`src/design/rtt_fifo.sv`:
```
module rtt_fifo #(
    parameter int WIDTH = 8,
    parameter int DEPTH = 2,
    localparam int CNT_W = $clog2(DEPTH + 1)
) (
    input  logic             clk,
    input  logic             rst_n,
    input  logic             wr_en,
    input  logic [WIDTH-1:0] wr_data,
    output logic             full,
    input  logic             rd_en,
    output logic [WIDTH-1:0] rd_data,
    output logic             empty,
    output logic [CNT_W-1:0] count
);

    localparam int PTR_W = (DEPTH > 1) ? $clog2(DEPTH) : 1;

    logic [WIDTH-1:0] mem [DEPTH];
    logic [PTR_W-1:0] wr_ptr_reg;
    logic [PTR_W-1:0] rd_ptr_reg;
    logic [CNT_W-1:0] count_reg;
    logic             do_wr;
    logic             do_rd;

    assign full    = (count_reg == CNT_W'(DEPTH));
    assign empty   = (count_reg == '0);
    assign count   = count_reg;
    assign rd_data = mem[rd_ptr_reg];
    assign do_wr   = wr_en && !full;
    assign do_rd   = rd_en && !empty;

    always_ff @(posedge clk or negedge rst_n)
    begin
        if (!rst_n)
        begin
            wr_ptr_reg <= '0;
            rd_ptr_reg <= '0;
            count_reg  <= '0;
        end
        else
        begin
            if (do_wr)
            begin
                wr_ptr_reg <= (wr_ptr_reg == PTR_W'(DEPTH - 1)) ? '0 : wr_ptr_reg + PTR_W'(1);
            end
            if (do_rd)
            begin
                rd_ptr_reg <= (rd_ptr_reg == PTR_W'(DEPTH - 1)) ? '0 : rd_ptr_reg + PTR_W'(1);
            end
            if (do_wr && !do_rd)
            begin
                count_reg <= count_reg + CNT_W'(1);
            end
            else if (do_rd && !do_wr)
            begin
                count_reg <= count_reg - CNT_W'(1);
            end
        end
    end

    always_ff @(posedge clk)
    begin
        if (do_wr)
        begin
            mem[wr_ptr_reg] <= wr_data;
        end
    end

endmodule

```
`config.mk`:
```
export PLATFORM = sky130hd
export DESIGN_NAME = rtt_fifo
export DESIGN_NICKNAME = d
export VERILOG_FILES = /design/src/design/rtt_fifo.sv
export SDC_FILE = /design/constraint.sdc
export NUM_CORES = 1
export LEC_CHECK = 0
export BUFFER_PORTS_ARGS = -buffer_cell sky130_fd_sc_hd__buf_4
export CAP_MARGIN = 20
export CORE_ASPECT_RATIO = 1.2
export CORE_MARGIN = 10
export CORE_UTILIZATION = 35
export CTS_CLUSTER_SIZE = 14
export DETAILED_ROUTE_END_ITERATION = 10
export HOLD_SLACK_MARGIN = 0.06
export PLACE_DENSITY = 0.63
export SETUP_SLACK_MARGIN = 0.2
export SLEW_MARGIN = 5
export SYNTH_ARGS = -nofsm -noshare
export SYNTH_HDL_FRONTEND = slang
export SYNTH_SLANG_ARGS = --single-unit
```
`constraint.sdc`:
```
create_clock -name clk -period 2.2 [get_ports clk]
set_clock_uncertainty 0.15 [all_clocks]
set_input_delay 0.66 -clock clk [delete_from_list [all_inputs] [get_ports clk]]
set_output_delay 0.66 -clock clk [all_outputs]
set_load 0.1 [all_outputs]
```
# Yosys cells after proc, flatten, opt, wreduce, memory -nomap -nowiden
# Memories as Yosys holds them, arrays and structs flattened.
# Index checks and enable logic that the tools add are counted.
[word_totals]
inputBits = 12
out_inout_bits = 12
regBits = 4
ramBits = 16
n_memories = 1
latchBits = 0
romBits = 0
[mem_list]
columns = ["memory", "words", "word_bits", "read_ports", "rd_clocked_by_memory_dff", "wr", "line", "rtl"]
rows = [
  ["mem", 2, 8, 1, 0, 1, "19", "logic [WIDTH-1:0] mem [DEPTH];"],
]
[op_classes]
div = 0
eq_ne = 1
shift = 0
magnitude_cmp = 0
n_bitwise = 0
n_reduce_logical = 10
mul = 0
muxes = 6
n_addsub = 4
[op_table]
columns = ["op", "n"]
rows = [
  ["$logic_and 1x1->1", 4],
  ["$logic_not 1->1", 4],
  ["$mux 1", 4],
  ["$mux 2", 2],
  ["$add 1x1->1 const B", 2],
  ["$add 2x1->2 const B", 1],
  ["$eq 2x2->1 const B", 1],
  ["$logic_not 2->1", 1],
  ["$reduce_bool 2->1", 1],
  ["$sub 2x1->2 const B", 1],
]

# Depth between registers and ports, before layout
# Gate-level depths: netlist of run 1.
[depth]
word_depth = 7
mapped_depth = 7
mapped_depth_nobuf = 7

# Least setup slack after synthesis of run 1
# Ideal clock, no wire load.
[synth_timing]
path_kind = "flip-flop to output port"
start = "reg count_reg[0] (netlist: count[0])"
end = "out empty"
stages_incl_launch_ff = 2
arrival_ns = 2.203
n_path_buf = 0
path_slack_ns = -0.813
cell_sequence = "dfrtp_1 nor2_1"
[synth_between]
elab_chain_cells = 1
[synth_rtl]
columns = ["item", "line", "rtl"]
rows = [
  ["start, declared", "22", "logic [CNT_W-1:0] count_reg;"],
  ["start signal, assigned", "53", "count_reg <= count_reg + CNT_W'(1);"],
  ["start signal, assigned", "57", "count_reg <= count_reg - CNT_W'(1);"],
  ["$logic_not 2->1", "27", "assign empty = (count_reg == '0);"],
  ["end, declared", "13", "output logic empty,"],
]
# No other way between the ends.

# Final worst setup path of run 1
[layout_timing]
start = "reg rd_ptr_reg"
end = "out rd_data[0]"
[layout_between]
elab_chain_cells = 1
[layout_rtl]
columns = ["item", "line", "rtl"]
rows = [
  ["start, declared", "21", "logic [PTR_W-1:0] rd_ptr_reg;"],
  ["start signal, assigned", "49", "rd_ptr_reg <= (rd_ptr_reg == PTR_W'(DEPTH - 1)) ? '0 : rd_ptr_reg + PTR_W'(1);"],
  ["$mem_v2 2x8", "--", ""],
  ["end, declared", "12", "output logic [WIDTH-1:0] rd_data,"],
]
# No other way between the ends.

==> results of run 1 <==
layer usage:
metal	vias to the layer above	global-route usage [%]	part of all wire [%]
met5	-	0	0
met2	12	13.6	55
met1	227	7.83	39
li1	225	-	-
met4	0	2.99	0.63
met3	2	2.95	5.7
cell families (layout without fill, tap and decap cells):
| group | count (synthesis) | after routing | synth area share (%) |
|---|---|---|---|
| DFF | 20 | 20 | 74.2 |
| AOI/OAI and AO/OA | 1 | 1 | 0.639 |
| buffers and inverters | 3 | 37 | 1.60 |
| and+or+nand+nor | 6 | 6 | 3.84 |
| xor gates and xnor gates | 5 | 5 | 6.56 |
| adders and majority gates | 1 | 1 | 1.60 |
| muxes | 8 | 8 | 11.5 |
layout make-up:
class / instances / area, µm²
Inverter: 2 / 11.3
Multi-Input combinational cell: 21 / 230
Clock buffer: 4 / 36.3
Timing Repair Buffer: 31 / 358
Tap cell: 30 / 37.5
Sequential cell: 20 / 587
Fill cell: 175 / 835
through the flow:
stage	instances	TNS, ns	util [%]
final	108	0	60.2
after global routing	108	-0.0848	60.2
after CTS	108	0	58.0
after detailed placement	97	0	48.6
after global placement	97	0	48.6
after floorplan	44	0	-
how the worst max path moves through the flow:
stage	from	to	slack, ns	cells past startpoint
final	rd_ptr_reg	rd_data[0]	0.03	3
after floorplan	count[0]	full	0.12	2
after detailed placement	rd_ptr_reg	rd_data[0]	0.19	2
after global routing	rd_ptr_reg	rd_data[4]	-0.02	3
after global placement	rd_ptr_reg	rd_data[0]	0.20	2
after CTS	rd_ptr_reg	rd_data[2]	0.03	3
placed cells by master, fill, tap and decap left out, drive strengths merged:
cell type,n
and3,1
buf,30
clkbuf,4
clkinvlp,1
dfrtp,4
dlygate4sd3,1
edfxtp,16
ha,1
inv,1
mux2,8
nand2,1
nand2b,1
nor2,3
o21ai,1
xnor2,3
xor2,2
worst register-to-register path: cells and delay by family, from the launching register on:
| kind | cells | cell delay [ns] |
|---|---|---|
| adder cells (fa/ha/maj) | 1 | 0.18 |
| AND/OR/NAND/NOR | 3 | 0.36 |
| buffers and inverters | 2 | 0.19 |
| flip-flops | 1 | 0.52 |
| XOR/XNOR | 2 | 0.28 |
repair_timing:
item                                    in CTS  in global routing
hold endpoints to repair                     4                  0
hold buffers                                 1                  0
endpoints found under the setup margin      10                 10
setup buffers                                6                  0
cloned                                       0                  0
gates resized for setup                     28                 11
==> flow_summary.yaml, run 1 <==
min_path:
  hold_end: "wr_ptr_reg"
  hp-start: "wr_ptr_reg"
  hold_path.class: "reg -> reg"
  whs_path_depth: 1
synth:
  avgSynthCellArea_um2: 17.8
  syn_area_um2: 782
  seq_area_frac_synth_pct: 74.2
  synthTopCellsByCount: "16 x edfxtp_1, 6 x mux2_1, 4 x dfrtp_1"
  synth_top_area_share_pct: 61.4
  async_flop_share_pct: 20.0
  ys_top_cells_by_area: "edfxtp_1 61%, dfrtp_1 13%, mux2_1 8.6%, mux2_2 2.9%, xnor2_1 2.2%"
  yosysTopAreaCell: "edfxtp_1"
  syn_nets: 57
  synth-main-ff-cell: "edfxtp_1"
  ys_warn_count: 0
  synth_cell_types: 15
  synth_edf_count: 16
  synth_seq_cells: 20
  synth.most_common_cell: "edfxtp_1"
  postSynthCellCount: 44
critical_path:
  reg2reg_slack_ns: 0.45
  crit_fanout: 4
  path_buf_inv: 2
  cpLargestDelayFamily: "flip-flops"
  path_class: "reg -> out"
  max_stage_delay_ns: 0.44
  crit_chain: "buf_6, mux2_4, buf_12"
  worstRegToRegCells: 8
  required_ns: 1.39
  crit_arrival_ns: 1.36
  rr_startpoint: "count[0]"
  slowest_stage: "dfrtp_2"
  critPathCaptureType: "output port"
  critPathLaunchType: "register"
  rr_endpoint: "count[1]"
place:
  globalplace.congestion: 0.675
  portBuffers: 23
  dpl_cell_area_um2: 1020
  place_ws_ns: 0.189
run:
  drv_cap: 0
floorplanning:
  fp.dieW_um: 63.2
  core-area_um2: 2090
  num_rows: 18
  die_area_um2: 4530
  start_util_pct: 37.3
  pin_count: 24
  die_h_um: 71.8
grt:
  grt_max_degree: 12
  grt_overflow_total: 0
  grt_pass1_vias: 547
  grt_pass1_wl_mm: 2.70
  grt_antenna_before_repair: 0
  gr-usage-all-layers_pct: 7.60
cts:
  cts_buffer_depth: 2
  numCtsBuffers: 3
  cts_root_buf: "clkbuf_4"
  clock_latency_ns: 0.29
  cts_tree: "built"
  clk_pin_slew_ns: 0.11
  cts.sinks: 20
  cts.htree.levels: 1
sta:
  holdWs_ns: 0.382
  max_freq_mhz: 462
  period_share_pct: 98.4
  finalCriticalPeriod_ns: 2.17
  setup_ws_ns: 0.0344
  setup_viol: 0
  rsz0062_at_grt: "true"
  slew_headroom_pct: 72.5
  tightest_slew_ns: 0.413
  finalHoldViolCount: 0
  maxSlewViolCount: 0
final_layout:
  stdcell_area_um2: 1260
  area_growth_pct: 61.1
  largest_reg_flops: 16
  nets: 92
  drive_above_1_share_pct: 64.1
  antennaDiodeCount: 0
run_status:
  outcome: "complete, no violations"
drt:
  ant_nets: 0
  drt_wl_total_mm: 1.60
  drc: 0
  first_pass_iters: 4
  wl_per_cell_um: 14.8
  vias: 466
  via_per_inst: 4.31
  drt_iter0_markers: 10
Power of run 1 is left out: the tool's default activity adds up to more than one toggle a clock period on the data nets, which glitch-free logic cannot reach.
==> inputs of run 2 (changes only) <==
BUFFER_PORTS_ARGS = -buffer_cell sky130_fd_sc_hd__buf_2   (was -buffer_cell sky130_fd_sc_hd__buf_4)
==> flow_summary.yaml, run 2 (same netlist as run 1, synthesis figures left out) <==
run_status:
  outcome: "complete, no violations"
critical_path:
  slowest_stage: "dfrtp_2"
  crit_fanout: 4
  required_ns: 1.39
  max_stage_delay_ns: 0.44
  path_class: "reg -> out"
  critPathLaunchType: "register"
  crit_arrival_ns: 1.34
  rr_startpoint: "count[0]"
  critPathCaptureType: "output port"
  crit_chain: "buf_6, mux2_4, buf_12"
  rr_endpoint: "count[1]"
  worstRegToRegCells: 6
  reg2reg_slack_ns: 0.54
floorplanning:
  num_rows: 18
  die_h_um: 71.8
  die_area_um2: 4530
  pin_count: 24
  fp.dieW_um: 63.2
  core-area_um2: 2090
  start_util_pct: 37.3
place:
  portBuffers: 23
  place_hpwl_mm: 1.07
  globalplace.congestion: 0.626
min_path:
  hold_end: "wr_ptr_reg"
  hold_path.class: "reg -> reg"
  hp-start: "wr_ptr_reg"
  whs_path_depth: 1
cts:
  numCtsBuffers: 3
  clock_latency_ns: 0.29
  cts.sinks: 20
  cts.htree.levels: 1
  cts_buffer_depth: 2
  cts_tree: "built"
  cts_root_buf: "clkbuf_4"
  clk_pin_slew_ns: 0.10
sta:
  rsz0062_at_grt: "true"
  maxSlewViolCount: 0
  setup_viol: 0
  max_freq_mhz: 466
  finalHoldViolCount: 0
  finalCriticalPeriod_ns: 2.15
  period_share_pct: 97.6
  tightest_slew_ns: 0.393
  slew_headroom_pct: 73.8
final_layout:
  largest_reg_flops: 16
  nets: 91
  antennaDiodeCount: 0
  final_common_cell: "edfxtp_1"
  fin_util_pct: 56.5
  layout_common_cells: "16 x edfxtp_1, 11 x buf_2, 6 x buf_4"
  drive_above_1_share_pct: 63.6
  area_growth_pct: 51.4
grt:
  grt_pass1_wl_mm: 2.42
  grt_pass1_vias: 530
  grt_overflow_total: 0
  grt_max_degree: 12
  gr-usage-all-layers_pct: 6.74
  grt_antenna_before_repair: 0
drt:
  vias: 464
  drc: 0
  via_per_inst: 4.34
  first_pass_iters: 2
  ant_nets: 0
  drt_iter0_markers: 5
  wl_per_cell_um: 13.9
  drt_wl_total_mm: 1.49
run:
  drv_cap: 0
## run 2: metrics by stage
stage               setup TNS [ns]  cells  worst slack [ns]  hold slack, ns  cell area (µm²)
floorplan                        0     44             0.116           0.214              806
global placement                 0     97             0.148           0.319              976
detailed placement               0     97             0.139           0.319              976
CTS                              0    106            0.0447           0.385             1120
global route              -0.00598    107          -0.00312           0.388             1180
finish                           0    107            0.0536           0.385             1180
## run 2: per-layer routing
metal,vias up,track usage [%],wire (µm)
li1,223,-,-
met1,223,6.66,552
met2,14,11.4,795
met3,4,2.80,116
met4,0,4.48,25
met5,-,0,0
## run 2: area by class of cell
cell class	instances	area [µm²]
fill	168	911
sequential	20	587
timing repair buffer	30	297
multi-input combinational	21	215
tap	30	37.5
clock buffer	4	36.3
inverter	2	11.3
## run 2: critical path: cells and delay by family, from the launching register on
family | cells | cell delay, ns
buf+inv | 2 | 0.31
flops | 1 | 0.44
mux | 1 | 0.30
## run 2: timing repair
| item | 4_1_cts | 5_1_grt |
|---|---|---|
| setup buffers | 4 | 1 |
| hold buffers | 1 | 0 |
| endpoints found under the setup margin | 12 | 10 |
| gates resized for setup | 23 | 14 |
| hold endpoints to repair | 4 | 0 |
| cloned | 0 | 0 |
## run 2: worst max path at each step
| stage | endpoint | slack [ns] | start |
|---|---|---|---|
| detailed placement | rd_data[0] | 0.14 | rd_ptr_reg |
| floorplan | full | 0.12 | count[0] |
| CTS | rd_data[2] | 0.04 | rd_ptr_reg |
| finish | rd_data[7] | 0.05 | rd_ptr_reg |
| global route | rd_data[5] | -0.003 | rd_ptr_reg |
| global placement | rd_data[0] | 0.15 | rd_ptr_reg |
Power of run 2 is left out for the same reason.
