<file path="src/design/rtt_pkg.sv">
package rtt_pkg;

    localparam int COORD_W      = 32;
    localparam int ANGLE_W      = 16;
    localparam int SLOT_W       = 4;
    localparam int CFG_W        = 5;
    localparam int STEP_W       = 5;
    localparam int CORDIC_STEPS = 24;
    localparam int PROD_W       = 2 * COORD_W;

    localparam logic       MODE_PART = 1'b1;

    localparam logic signed [COORD_W-1:0] CORDIC_GAIN   = 32'sd652032874;
    localparam logic        [COORD_W-1:0] PHASE_QUARTER = 32'h4000_0000;
    localparam logic        [COORD_W-1:0] PHASE_HALF    = 32'h8000_0000;
    localparam logic signed [PROD_W-1:0]  ROUND_HALF    = 64'sd536870912;

    typedef enum logic [1:0] {
        KIND_LOAD,
        KIND_SKIP,
        KIND_PART
    } kind_t;

    // data_x/data_y carry the offset for a load, the position for a particle
    typedef struct packed {
        kind_t              kind;
        logic [SLOT_W-1:0]  slot;
        logic [COORD_W-1:0] data_x;
        logic [COORD_W-1:0] data_y;
        logic [COORD_W-1:0] pos_z;
        logic [ANGLE_W-1:0] angle;
        logic               final_part;
        logic [CFG_W-1:0]   count;
    } item_t;

    typedef struct packed {
        logic [COORD_W-1:0] x;
        logic [COORD_W-1:0] y;
        logic [COORD_W-1:0] z;
        logic [ANGLE_W-1:0] angle;
        logic               last;
        logic               bend;
    } result_t;

    // atan(2^-i) as a fraction of a turn, 2^32 per turn
    function automatic logic [COORD_W-1:0] atan_step(input logic [STEP_W-1:0] i);
        logic [COORD_W-1:0] v;
        case (i)
            5'd0:    v = 32'd536870912;
            5'd1:    v = 32'd316933406;
            5'd2:    v = 32'd167458907;
            5'd3:    v = 32'd85004756;
            5'd4:    v = 32'd42667331;
            5'd5:    v = 32'd21354465;
            5'd6:    v = 32'd10679838;
            5'd7:    v = 32'd5340245;
            5'd8:    v = 32'd2670163;
            5'd9:    v = 32'd1335087;
            5'd10:   v = 32'd667544;
            5'd11:   v = 32'd333772;
            5'd12:   v = 32'd166886;
            5'd13:   v = 32'd83443;
            5'd14:   v = 32'd41722;
            5'd15:   v = 32'd20861;
            5'd16:   v = 32'd10430;
            5'd17:   v = 32'd5215;
            5'd18:   v = 32'd2608;
            5'd19:   v = 32'd1304;
            5'd20:   v = 32'd652;
            5'd21:   v = 32'd326;
            5'd22:   v = 32'd163;
            5'd23:   v = 32'd81;
            default: v = 32'd0;
        endcase
        return v;
    endfunction

endpackage

</file>
<file path="src/design/rtt_fifo.sv">
module rtt_fifo #(
    parameter int WIDTH = 8,
    parameter int DEPTH = 2,
    localparam int CNT_W = $clog2(DEPTH + 1)
) (
    input  logic             clk,
    input  logic             rst_n,
    input  logic             wr_en,
    input  logic [WIDTH-1:0] wr_data,
    output logic             full,
    input  logic             rd_en,
    output logic [WIDTH-1:0] rd_data,
    output logic             empty,
    output logic [CNT_W-1:0] count
);

    localparam int PTR_W = (DEPTH > 1) ? $clog2(DEPTH) : 1;

    logic [WIDTH-1:0] mem [DEPTH];
    logic [PTR_W-1:0] wr_ptr_reg;
    logic [PTR_W-1:0] rd_ptr_reg;
    logic [CNT_W-1:0] count_reg;
    logic             do_wr;
    logic             do_rd;

    assign full    = (count_reg == CNT_W'(DEPTH));
    assign empty   = (count_reg == '0);
    assign count   = count_reg;
    assign rd_data = mem[rd_ptr_reg];
    assign do_wr   = wr_en && !full;
    assign do_rd   = rd_en && !empty;

    always_ff @(posedge clk or negedge rst_n)
    begin
        if (!rst_n)
        begin
            wr_ptr_reg <= '0;
            rd_ptr_reg <= '0;
            count_reg  <= '0;
        end
        else
        begin
            if (do_wr)
            begin
                wr_ptr_reg <= (wr_ptr_reg == PTR_W'(DEPTH - 1)) ? '0 : wr_ptr_reg + PTR_W'(1);
            end
            if (do_rd)
            begin
                rd_ptr_reg <= (rd_ptr_reg == PTR_W'(DEPTH - 1)) ? '0 : rd_ptr_reg + PTR_W'(1);
            end
            if (do_wr && !do_rd)
            begin
                count_reg <= count_reg + CNT_W'(1);
            end
            else if (do_rd && !do_wr)
            begin
                count_reg <= count_reg - CNT_W'(1);
            end
        end
    end

    always_ff @(posedge clk)
    begin
        if (do_wr)
        begin
            mem[wr_ptr_reg] <= wr_data;
        end
    end

endmodule

</file>
<file path="src/design/rtt_front.sv">
module rtt_front #(
    parameter int MAX_CENTERS = 16
) (
    input  logic                        clk,
    input  logic                        rst_n,
    input  logic                        push,
    output logic                        full,
    input  logic                        mode,
    input  logic [rtt_pkg::SLOT_W-1:0]  slot,
    input  logic [rtt_pkg::COORD_W-1:0] offset_x,
    input  logic [rtt_pkg::COORD_W-1:0] offset_y,
    input  logic [rtt_pkg::COORD_W-1:0] pos_x,
    input  logic [rtt_pkg::COORD_W-1:0] pos_y,
    input  logic [rtt_pkg::COORD_W-1:0] pos_z,
    input  logic [rtt_pkg::ANGLE_W-1:0] turn_angle,
    input  logic                        final_particle,
    input  logic [rtt_pkg::CFG_W-1:0]   center_count,
    input  logic                        q_pop,
    output rtt_pkg::item_t              q_item,
    output logic                        q_empty
);

    import rtt_pkg::*;

    item_t            cls_item;
    logic [CFG_W-1:0] count_clamped;

    // count 0 acts as 1, above the table size acts as the table size
    always_comb
    begin
        if (center_count == '0)
        begin
            count_clamped = CFG_W'(1);
        end
        else if (32'(center_count) > MAX_CENTERS)
        begin
            count_clamped = CFG_W'(MAX_CENTERS);
        end
        else
        begin
            count_clamped = center_count;
        end
    end

    always_comb
    begin
        cls_item.slot       = slot;
        cls_item.pos_z      = pos_z;
        cls_item.angle      = turn_angle;
        cls_item.final_part = final_particle;
        cls_item.count      = count_clamped;
        if (mode == MODE_PART)
        begin
            cls_item.kind   = KIND_PART;
            cls_item.data_x = pos_x;
            cls_item.data_y = pos_y;
        end
        else
        begin
            // loads past the table end are dropped
            cls_item.kind   = (32'(slot) < MAX_CENTERS) ? KIND_LOAD : KIND_SKIP;
            cls_item.data_x = offset_x;
            cls_item.data_y = offset_y;
        end
    end

    rtt_fifo #(
        .WIDTH ($bits(item_t)),
        .DEPTH (2)
    ) u_queue (
        .clk     (clk),
        .rst_n   (rst_n),
        .wr_en   (push && !full),
        .wr_data (cls_item),
        .full    (full),
        .rd_en   (q_pop),
        .rd_data (q_item),
        .empty   (q_empty),
        .count   ()
    );

endmodule

</file>
<file path="config.mk">
export PLATFORM = sky130hd
export DESIGN_NAME = rtt_front
export DESIGN_NICKNAME = d
export VERILOG_FILES = /design/src/design/rtt_pkg.sv /design/src/design/rtt_fifo.sv /design/src/design/rtt_front.sv
export SDC_FILE = /design/constraint.sdc
export NUM_CORES = 1
export LEC_CHECK = 0
export BUFFER_PORTS_ARGS = -buffer_cell sky130_fd_sc_hd__buf_2
export CAP_MARGIN = 5
export CORE_MARGIN = 10
export CORE_UTILIZATION = 55
export CTS_CLUSTER_SIZE = 14
export DETAILED_ROUTE_END_ITERATION = 6
export PLACE_DENSITY_LB_ADDON = 0.05
export SLEW_MARGIN = 0
export SYNTH_ARGS = -nofsm -noshare
export SYNTH_HDL_FRONTEND = slang
export SYNTH_SLANG_ARGS = --single-unit
</file>
<file path="constraint.sdc">
create_clock -name clk -period 9.9 [get_ports clk]
set_input_delay 0.495 -clock clk [delete_from_list [all_inputs] [get_ports clk]]
set_output_delay 0.495 -clock clk [all_outputs]
set_load 0.02 [all_outputs]
</file>
Yosys cells after proc, flatten, opt, wreduce, memory -nomap -nowiden
Memory sizes are Yosys's and may differ from the RTL's.
Index checks and enable logic that the tools add are counted.
- bits in latches: 0
- bits in registers: 4
- output and inout port bits: 126
- bits of input ports: 191
- bits in read-only memories: 0
- memories kept: 1
- bits in writable memories: 248
- magnitude comparators: 1
- reductions and logical operators: 12
- add/subtract/negate cells: 4
- equality and inequality tests: 1
- shift operators: 0
- multiply operators: 0
- bitwise logic cells: 0
- div/mod/pow operators: 0
- multiplexer cells: 10
- memories (memory ; depth ; width ; rd ports ; clocked after memory_dff ; write ports ; line ; text):
    u_queue.mem ; 2 ; 124 ; 1 ; 0 ; 1 ; rtt_fifo.sv:19 ; logic [WIDTH-1:0] mem [DEPTH];
- operators by type and width (kind ; count):
    $mux W64 ; 1
    $mux W5 ; 2
    $mux W2 ; 3
    $gt A5 B5 Y1 const B ; 1
    $logic_and A1 B1 Y1 ; 5
    $logic_not A5 Y1 ; 1
    $logic_not A1 Y1 ; 4
    $mux W1 ; 4
    $add A1 B1 Y1 const B ; 2
    $add A2 B1 Y2 const B ; 1
    $eq A2 B2 Y1 const B ; 1
    $logic_not A2 Y1 ; 1
    $reduce_bool A2 Y1 ; 1
    $sub A2 B1 Y2 const B ; 1

Depth between registers and ports, before layout
- depth in word-level cells: 8
- mapped depth: 7
- mapped depth without buffers: 7

Modules after synthesis
Synthesis repeated with hierarchy kept, for this count alone.
- cells, all modules: 485
- area total of the unflattened synthesis: 10466.3 um^2
- modules (own cells, without submodules) (module ; cells each ; sequential area each (um^2) ; area an instance (um^2) ; instances):
    rtt_fifo ; 405 ; 7547.2 ; 9341.5 ; 1
    rtt_front ; 80 ; 0.0 ; 1124.8 ; 1

Worst setup path before layout
No wires, ideal clock.
- path kind: register to register
- start: reg u_queue.count_reg[0] (netlist: u_queue.count[0])
- end: mem u_queue.mem[0][0] (netlist bit) (enable)
- data required time: 9.294 ns
- setup slack: 3.537 ns
- library setup time: 0.606 ns
- path buffers: 0
- data arrival time: 5.757 ns
- stages on the path, launching flop included: 4
- cells stage by stage: dfrtp_1 > nand2b_1 > nand2_1 > nor2_1
- word-level cells in the longest chain between the ends: 6
- ends and longest elaborated chain (element ; line ; text):
    start, declared ; rtt_fifo.sv:22 ; logic [CNT_W-1:0] count_reg;
    start signal, assigned ; rtt_fifo.sv:53 ; count_reg <= count_reg + CNT_W'(1);
    start signal, assigned ; rtt_fifo.sv:57 ; count_reg <= count_reg - CNT_W'(1);
    $eq A2 B2 Y1 (*) ; rtt_fifo.sv:26 ; assign full = (count_reg == CNT_W'(DEPTH));
    $logic_not A1 Y1 (*) ; rtt_fifo.sv:30, rtt_front.sv:73 ;
    $logic_and A1 B1 Y1 ; rtt_front.sv:73 ; .wr_en (push && !full),
    $logic_and A1 B1 Y1 (*) ; rtt_fifo.sv:30 ; assign do_wr = wr_en && !full;
    $mux W1 (*) ; rtt_fifo.sv:64 ; if (do_wr)
    $mux W1 (implied by the code) (*) ; rtt_fifo.sv:66 ; mem[wr_ptr_reg] <= wr_data;
    end, declared ; rtt_fifo.sv:19 ;
Mark *: on every way between the ends. The rest lies on a longest branch, timed or not.

==> out/metrics.cfg <==
[place]
port_buffers=315
dp_hpwl_microns=16070
finalWeightedCongestion=0.7846

[timing]
setup_viol=0
rsz0062_at_grt=false
slew_headroom_pct=33.62
hold_viol_final=0
tns_ns=0
worstMarginPinSlew_ns=0.9957
finClkSkew_ns=0.01397
fmax_mhz=275.1
fin_crit_ns=3.635
finalCritPeriodShare_pct=36.72
drv_slew=0

[yosys]
yosysWarningCount=0
synth_common_cells=edfxtp_1, mux2_2, mux2_4, buf_6
synth_area_per_cell_sq_um=21.02
yosysSeqAreaShare_pct=73.90
synth_edf_count=246
synth_ff_type=edfxtp_1
netlist_instances=482
ys_top_cells_by_area=edfxtp_1, mux2_2, mux2_4
yosys.area.top_type=edfxtp_1
synthesis.nets=674
synth-seq-cells=250
ys_types=20
yosysMostFrequentCell=edfxtp_1
syn_area_sq_um=10130
async_flop_share_pct=1.600
synth.top_cell.area_share_pct=72.92

[clock_network]
cts_made_buffers=26
clock_sinks=250
clockRootBuffer=clkbuf_16
clock_latency_ns=0.51
postCtsSetupBuffers=0
cts.path.max_buffers=3
cts_htree_levels=1
cts_tree=built
clk_pin_slew_worst_paths_ns=0.06

[worst_setup_path]
worstSetupPathType=reg2out
r2r_start=u_queue.count[0]
reg2reg_depth=3
required_ns=9.41
crit_buf_inv=2
cp_max_fo=71
r2r-end=u_queue.mem[1][92]
crit_family=flip-flops
cp_slowest_stage_delay_ns=1.08
crit_slowest_cell=dfrtp_4
crit_arrival_ns=3.14
critPathCaptureType=primary output
worstSetupStartpointType=register
crit_cells=3
r2r_setup_slack_ns=7.31
critical_path.cell_chain=buf_4, mux2_2, buf_2

[grt]
overflow=0
grt_pass1_vias=6065
grt_max_degree=72
grt_usage_pct=17.28
grt_pass1_wl_microns=32850
antenna_found_initial=4

[detailed_routing]
initialDrtViolationCount=270
wl_per_cell_microns=20.85
first_pass_iters=4
post-route-drc-count=0
ant_nets=0
vias=5372
vias_per_cell=5.073
totalWireLength_microns=22080

[pwr]
p_clk_share_pct=23.1
p_leak_nw=5.035
p_sw_share_pct=32.71
pwr-share-seq_pct=42.9
power.internal_mw=2.474
power.switching_mw=1.203
vdd_drop_max_mv=0.1890
powerDensity_nw_per_um2=290.8
combPwrFrac_pct=34.0

[layout]
fin_util_pct=70.14
fin_nets=1000
largest_reg_flops=246
area_growth_pct=24.79
drive_above_1_share_pct=65.70

[die]
die_area_sq_um=24250
start_util_pct=56.21
num_rows=49
io_pins=317
core_region_area_sq_um=18020
die_w_microns=155.7
die_height_microns=155.7

[hold_path]
hold_path_class=in2reg
worstHoldEndpoint=u_queue.mem[0][9]
min_from=turn_angle[3]
holdPathStages=1

[flow_run]
maxCapViolCount=0

[status]
outcome=completed

[power groups by stage]
stage	clock (mW)	combinational, mW	sequential, mW
final	0.850	1.25	1.58
after global routing	0.927	1.33	1.60
after CTS	0.873	1.28	1.58
after detailed placement	0	1.27	1.60
after global placement	0	1.26	1.59
after floorplan	0	0.951	1.56
[repair_timing]
item,4_1_cts,5_1_grt
endpoints found under the hold margin,4,0
resized for setup,0,0
hold buffers,1,0
[layer usage]
layer	global-route usage [%]	wire length, microns	vias up
met2	30.48	11490	208
met3	7.417	2154	32
met5	0	13	-
li1	-	-	2545
met4	4.813	382	2
met1	18.51	8042	2585
[through the flow]
stage               hold WS, ns  total power [mW]  instance area, sq um  setup slack (ns)  std cells
finish                   0.1651             3.677                 12640             6.265       1059
detailed placement       0.3094             2.874                 11870             6.750       1008
global route             0.1430             3.861                 12640             6.083       1058
global placement         0.3028             2.849                 11870             6.770       1008
floorplan                0.1994             2.507                 10130             3.537        482
CTS                      0.1415             3.730                 12640             6.197       1057
[final cells by class]
cell class	count	area (sq um)
flip-flops and latches	250	7491
multi-input cells	207	2467
fillers	1236	5383
repair buffers	321	1624
well taps	229	286.5
clock inverters	17	91.34
clock buffers	31	669.4
inverters	2	7.507
diodes	2	5.005
[cells in the final DEF, fill, tap and decap left out]
cell type	n
xor2_1	2
nor3_1	1
mux2_2	127
o21ai_0	1
clkinv_2	5
nor2b_1	3
clkinv_1	9
clkbuf_1	5
clkinvlp_4	1
clkbuf_16	26
xnor2_1	3
mux2_4	60
clkinv_8	1
ha_1	1
diode_2	2
nand2_1	1
nor2_1	4
buf_2	315
dlygate4sd3_1	1
conb_1	1
and3_4	1
nor2_4	1
edfxtp_1	246
clkinv_4	1
nand2b_1	1
dfrtp_1	3
dfrtp_4	1
buf_4	5
inv_1	2
[kinds of logic after synthesis]
kind of cell / synth area share (%)
buffers and inverters: 1.865
AO/OA/AOI/OAI: 0.04935
flip-flops: 73.90
adder cells (fa/ha/maj): 0.1235
multiplexers: 23.01
AND/OR/NAND/NOR: 0.5805
XOR/XNOR: 0.4323
other: 0.03702
[worst max-delay path by stage]
stage,start,to
floorplan,u_queue.count[0],u_queue.mem[0][0]
global placement,u_queue.rd_ptr_reg,q_item[6]
detailed placement,u_queue.rd_ptr_reg,q_item[6]
CTS,u_queue.rd_ptr_reg,q_item[6]
global route,u_queue.rd_ptr_reg,q_item[10]
finish,u_queue.rd_ptr_reg,q_item[15]
No activity file was read; power rests on OpenSTA's default activity.
